===== config.mk =====
export PLATFORM = sky130hd
export DESIGN_NAME = moc_depot
export DESIGN_NICKNAME = d
export VERILOG_FILES = /design/src/sv/moc_pkg.sv /design/src/sv/moc_depot.sv
export SDC_FILE = /design/constraint.sdc
export NUM_CORES = 1
export LEC_CHECK = 0
export CORE_MARGIN = 1.5
export CORE_UTILIZATION = 50
export CTS_BUF_LIST = sky130_fd_sc_hd__clkbuf_2
export CTS_CLUSTER_DIAMETER = 120
export DETAILED_ROUTE_END_ITERATION = 6
export DONT_BUFFER_PORTS = 1
export PLACE_DENSITY_LB_ADDON = 0.3
export SLEW_MARGIN = 30
export SYNTH_ARGS = -nofsm -noshare
export SYNTH_HDL_FRONTEND = slang
export SYNTH_SLANG_ARGS = --single-unit

===== constraint.sdc =====
create_clock -name clk -period 4.1 [get_ports clk]
set_input_delay 0.41 -clock clk [delete_from_list [all_inputs] [get_ports clk]]
set_output_delay 0.41 -clock clk [all_outputs]
set_load 0.03 [all_outputs]

===== src/sv/moc_pkg.sv =====
// Shared types and codes of the magazine object cache.
package moc_pkg;

    // Request kind, carried in the input tuser.
    typedef enum logic {
        OP_ALLOC = 1'b0,
        OP_FREE  = 1'b1
    } op_t;

    // How a request was served, carried in the output tuser.
    typedef enum logic [1:0] {
        OUT_LOADED = 2'd0,
        OUT_SWAP   = 2'd1,
        OUT_DEPOT  = 2'd2,
        OUT_MISS   = 2'd3
    } outcome_t;

    // Controller states.
    typedef enum logic [1:0] {
        ST_IDLE,
        ST_DECIDE,
        ST_ACCESS,
        ST_POP
    } state_t;

    // Decision taken once the magazine counts are known.
    typedef enum logic [2:0] {
        PLAN_LOADED,
        PLAN_SWAP,
        PLAN_STACK,
        PLAN_FRESH,
        PLAN_MISS
    } plan_t;

    // Commands from the controller to the depot.
    typedef struct packed {
        logic pop_full;
        logic pop_empty;
        logic push_full;
        logic push_empty;
        logic issue;
    } depot_cmd_t;

    // Depot status seen by the controller.
    typedef struct packed {
        logic full_avail;
        logic empty_avail;
        logic fresh_avail;
    } depot_status_t;

endpackage


===== src/sv/moc_depot.sv =====
// Depot: stacks of full and empty magazines and the fresh magazine counter.
module moc_depot #(
    parameter int POOL = 32
) (
    input  logic                       clk,
    input  logic                       rst_n,
    input  logic                       rd_en,
    input  moc_pkg::depot_cmd_t        cmd,
    input  logic [$clog2(POOL)-1:0]    push_mag,
    output logic [$clog2(POOL)-1:0]    full_top,
    output logic [$clog2(POOL)-1:0]    empty_top,
    output logic [$clog2(POOL)-1:0]    fresh_mag,
    output moc_pkg::depot_status_t     status
);

    import moc_pkg::*;

    localparam int MW  = $clog2(POOL);
    localparam int CNW = $clog2(POOL + 1);
    localparam logic [CNW-1:0] POOL_CNT = CNW'(POOL);

    logic [MW-1:0]  full_mem  [POOL];
    logic [MW-1:0]  empty_mem [POOL];
    logic [CNW-1:0] full_cnt_reg;
    logic [CNW-1:0] empty_cnt_reg;
    logic [CNW-1:0] issued_reg;
    logic [CNW-1:0] full_cnt_next;
    logic [CNW-1:0] empty_cnt_next;
    logic [CNW-1:0] issued_next;
    logic           full_room;
    logic           empty_room;

    assign full_room  = full_cnt_reg < POOL_CNT;
    assign empty_room = empty_cnt_reg < POOL_CNT;

    assign status.full_avail  = full_cnt_reg != '0;
    assign status.empty_avail = empty_cnt_reg != '0;
    assign status.fresh_avail = issued_reg < POOL_CNT;
    assign fresh_mag          = MW'(issued_reg);

    always_comb
    begin
        full_cnt_next  = full_cnt_reg;
        empty_cnt_next = empty_cnt_reg;
        issued_next    = issued_reg;
        if (cmd.pop_full)
        begin
            full_cnt_next = full_cnt_reg - CNW'(1);
        end
        else if (cmd.push_full && full_room)
        begin
            full_cnt_next = full_cnt_reg + CNW'(1);
        end
        if (cmd.pop_empty)
        begin
            empty_cnt_next = empty_cnt_reg - CNW'(1);
        end
        else if (cmd.push_empty && empty_room)
        begin
            empty_cnt_next = empty_cnt_reg + CNW'(1);
        end
        if (cmd.issue)
        begin
            issued_next = issued_reg + CNW'(1);
        end
    end

    always_ff @(posedge clk or negedge rst_n)
    begin
        if (!rst_n)
        begin
            full_cnt_reg  <= '0;
            empty_cnt_reg <= '0;
            issued_reg    <= '0;
        end
        else
        begin
            full_cnt_reg  <= full_cnt_next;
            empty_cnt_reg <= empty_cnt_next;
            issued_reg    <= issued_next;
        end
    end

    // The top of each stack is read ahead, when the request is taken.
    always_ff @(posedge clk)
    begin
        if (cmd.push_full && full_room)
        begin
            full_mem[MW'(full_cnt_reg)] <= push_mag;
        end
        if (cmd.push_empty && empty_room)
        begin
            empty_mem[MW'(empty_cnt_reg)] <= push_mag;
        end
        if (rd_en)
        begin
            full_top  <= full_mem[MW'(full_cnt_reg - CNW'(1))];
            empty_top <= empty_mem[MW'(empty_cnt_reg - CNW'(1))];
        end
    end

endmodule


======== Word level (Yosys, flattened, before mapping) ========
Memory sizes are Yosys's and may differ from the RTL's. A register that Yosys moved wholly into a read port is not among the register bits.
Cells that the tools add are included.
W data, S select, Z words.
word-level totals
  register bits ........................... 18
  latch bits .............................. 0
  memory bits (writable) .................. 320
  memory bits (read-only) ................. 0
  bits of input ports ..................... 13
  output and inout bits ................... 18
  word-level logic and storage cells ...... 27
  memories ................................ 2
cells by class
  add/sub/neg operators ................... 5
  multipliers ............................. 0
  div/mod/pow operators ................... 0
  magnitude comparators ................... 3
  equal/unequal tests ..................... 0
  shift operators ......................... 0
  mux-type cells .......................... 8
  bitwise logic cells ..................... 0
  reductions and logical operators ........ 6
memory list
  name       depth  bits a word  read ports  clocked after memory_dff  wr ports  RTL line         RTL
  empty_mem  32     5            1           1                         1         moc_depot.sv:23  logic [MW-1:0] empty_mem [POOL];
  full_mem   32     5            1           1                         1         moc_depot.sv:22  logic [MW-1:0] full_mem [POOL];
operator list
  cell                   number
  $mux W6                4
  $add A6 B1 Y6 const B  3
  $lt A6 B6 Y1 const B   3
  $reduce_bool A6 Y1     2
  $sub A6 B1 Y6 const B  2
  $mux W1                4
  $reduce_bool A2 Y1     2
  $logic_and A1 B1 Y1    2

======== Logic depth before layout (Yosys ltp) ========
  depth after elaboration ................. 4
  mapped depth ............................ 11
  mapped depth without buffers ............ 6

======== Least setup slack after synthesis ========
OpenSTA, ideal clock, no wires.
  path type ............................... flip-flop to flip-flop
  start point ............................. register full_cnt_reg[0]
  end point ............................... register full_top[3], read port of full_mem (data pin)
  setup time .............................. 263 ps
  arrival time ............................ 2342 ps
  data required time ...................... 3837 ps
  slack ................................... 1495 ps
  cell stages (with the launch flop) ...... 12
  path buffers ............................ 5
  clock period less this slack ............ 2605 ps
  cell sequence ........................... dfrtp_1 > buf_6 > buf_8 > buf_6 > inv_1 > ha_1 > clkbuf_2 > clkbuf_1 > mux4_2 > mux2_2 > a21oi_1 > nor4_1
between the ends
  word-level cells in the longest chain between the ends .. 1
ends and longest elaborated chain
  what                      RTL line         RTL
  start: declaration        moc_depot.sv:24  logic [CNW-1:0] full_cnt_reg;
  start signal: assignment  moc_depot.sv:78  full_cnt_reg <= full_cnt_next;
  $sub A6 B1 Y6             moc_depot.sv:97  full_top <= full_mem[MW'(full_cnt_reg - CNW'(1))];
  end: declaration          moc_depot.sv:10  output logic [$clog2(POOL)-1:0] full_top,
No other way between the ends.
A chain may end at the register's enable or synchronous reset.

======== Final worst setup path ========
Ends and elaborated chain as after synthesis.

==> results.cfg <==
[run_status]
outcome = completed

[drt]
via_count = 7241
drt-wirelength-per-cell_um = 22.8
detail-route-antenna-nets = 0
via_per_inst = 5.75
drtIter0Drc = 585
drt_pass1_iterations = 5
wl_um = 28700
drc = 0

[yosys]
muxShareOfSynthArea = 0.146
yosysUniqueCellTypes = 50
synth_fa_ha_area_frac = 0.00960
ys_async_sr_fraction = 0.0517
synth.area.top_cells = edfxtp_1 (69%), mux4_2 (13%), dfrtp_1 (3.1%)
yosysMostFrequentCell = edfxtp_1
synth-seq-cells = 348
yosys_warnings = 0
netlist_area_mm2 = 0.0143
synth_top_area_share = 0.692
yosysSeqAreaShare = 0.723
synth_top_cell_by_area = edfxtp_1
synthCells = 752
synth-compound-area-share = 0.0326
synth-simple-area-share = 0.0548
synth_edf_count = 330
synth-main-ff-cell = edfxtp_1
postSynthAreaPerCell_um2 = 19.1
synthTopCellsByCount = edfxtp_1 (330), mux4_2 (80), nor2_1 (74)
synth_top_family_by_area = multiplexers
synthXorXnorAreaFrac = 0.0129
synth_fp_nets = 776

[cts]
postCtsSetupBuffers = 0
cts_tree = built
clkLatencyLatePin_ps = 900
cts.repair.resized = 0
clock_sinks = 348
htreeDepth = 3
cts-root-buf = clkbuf_2
clockBufferDepth = 3
hold_buffers = 20
clk_pin_slew_worst_paths_ps = 130
cts_buffers = 83

[grt]
antenna_found_initial = 1
grt_overflow = 0
grt_pass1_wl_um = 43600
grt_pass1_vias = 7673
grt_max_degree = 65
track_usage = 0.201

[placement]
place_congestion = 0.831
portBuffers = 0
dpl.hpwl_um = 17200

[hold_path]
hp-class = primary input to flop

[cells_and_area]
multi_input_area_mm2 = 0.00367
nFillCells = 2156
regArea_mm2 = 0.0104
fin_util = 0.561
areaGrowthSynthToFinish_pct = 9.57
reg.largest.list = empty_mem: 160 flops, full_mem: 160 flops
drive_above_1_share = 0.300
nNetsFinal = 842

[sta]
fin_skew_ps = 86.3
setup_viol = 0
rsz0062_at_grt = no
min_period_over_period = 0.755
min_period_ps = 3090
worstMarginPinSlew_ps = 896
fin_tns_setup_ps = 0
finalHoldViolations = 0
slew_violations = 0
maxClockFrequency_ghz = 0.323
slew_headroom = 0.403

[power_and_ir_drop]
powerDensity_mw_per_mm2 = 709
p_leak_nw = 5.09
vdd_drop_max_mv = 0.878

[floorplan]
io_pins = 31
die_h_um = 172
core_mm2 = 0.0280
num_rows = 61
initial_utilization = 0.512
dieArea_mm2 = 0.0297
die_w_um = 172

[critical_path]
cp-start-kind = flop
crit_arrival_ps = 3690
cp-end-kind = flop
cp.required_ps = 4700
critPathKind = flop to flop
worstPathMaxFanout = 30

[flow_run]
drv_cap = 0
[where the power goes]
| group | internal, W | switching [W] |
|---|---|---|
| logic | 0.00191 | 0.00210 |
| registers | 0.00426 | 0.000493 |
| clock network | 0.00106 | 0.00131 |
[placed cells by master (no fill, tap or decap), types with 7 or more instances in the layout]
cell type,synthesis,final
a21oi_1,23,23
nand2_1,11,11
mux2_2,21,21
nor2_1,74,74
mux4_2,80,80
dlygate4sd3_1,0,13
nand3b_1,11,11
clkbuf_2,1,125
xnor2_1,14,14
ha_1,11,11
clkinv_1,0,15
dfrtp_1,18,16
nor4_1,7,7
inv_1,7,7
a211oi_1,12,12
edfxtp_1,330,330
nor2b_1,21,21
[layer usage]
layer,wire length [um],share of wire,vias up,GRT usage
met1,11700,0.41,3698,0.257
met3,1660,0.058,60,0.0465
met5,0,0,-,0
met4,754,0.026,0,0.0843
li1,-,-,3219,-
met2,14600,0.51,264,0.334
[stage by stage]
stage / hold slack [ps] / total power (W) / std cells / area [um^2] / setup slack, ps
floorplan: 114 / 0.00793 / 752 / 14300 / 1490
global placement: 115 / 0.00865 / 1091 / 14600 / 1150
detailed placement: 115 / 0.00876 / 1091 / 14600 / 1030
CTS: 28.6 / 0.0112 / 1258 / 15700 / 961
global route: 98.2 / 0.0117 / 1259 / 15700 / 871
finish: 76.7 / 0.0111 / 1259 / 15700 / 1010
[final timing paths]
check                                       startpoint                     endpoint  slack (ps)  cells after the start
max in group asynchronous                        rst_n    issued_reg[5]$_DFFE_PN0P_        3470                      3
max reg2reg                full_cnt_reg[0]$_DFFE_PN0P_        full_top[3]$_DFFE_PP_        1010                      7
max                        full_cnt_reg[0]$_DFFE_PN0P_        full_top[3]$_DFFE_PP_        1010                      7
min                                             cmd[2]  full_cnt_reg[1]$_DFFE_PN0P_          80                      3
min in group asynchronous                        rst_n  full_cnt_reg[0]$_DFFE_PN0P_         200                      3
min reg2reg                full_cnt_reg[5]$_DFFE_PN0P_  full_cnt_reg[5]$_DFFE_PN0P_         520                      1
[critical path, stage by stage, from the launching register on]
cell and delay [ps]:
dfrtp_2 610, inv_1 150, ha_1 650, buf_4 460
mux4_2 360, mux2_2 280, a21oi_1 180, nor4_1 90
[cell families (layout without fill, tap and decap cells)]
kind of cell | count (synthesis) | count (layout)
flops | 348 | 348
fa+ha+maj | 11 | 11
mux | 106 | 106
compound gates | 65 | 65
xor+xnor | 19 | 19
other cells | 0 | 1
buf+inv | 52 | 180
simple gates | 151 | 151
[layout make-up]
cell class / instances / share of cell area
Inverter: 7 / 0.00167
Tap cell: 378 / 0.0301
Timing Repair Buffer: 26 / 0.0223
Sequential cell: 348 / 0.660
Clock buffer: 125 / 0.0398
Antenna cell: 1 / 0.000159
Multi-Input combinational cell: 352 / 0.234
Clock inverter: 22 / 0.0121
(Power assumes the default switching activity.)
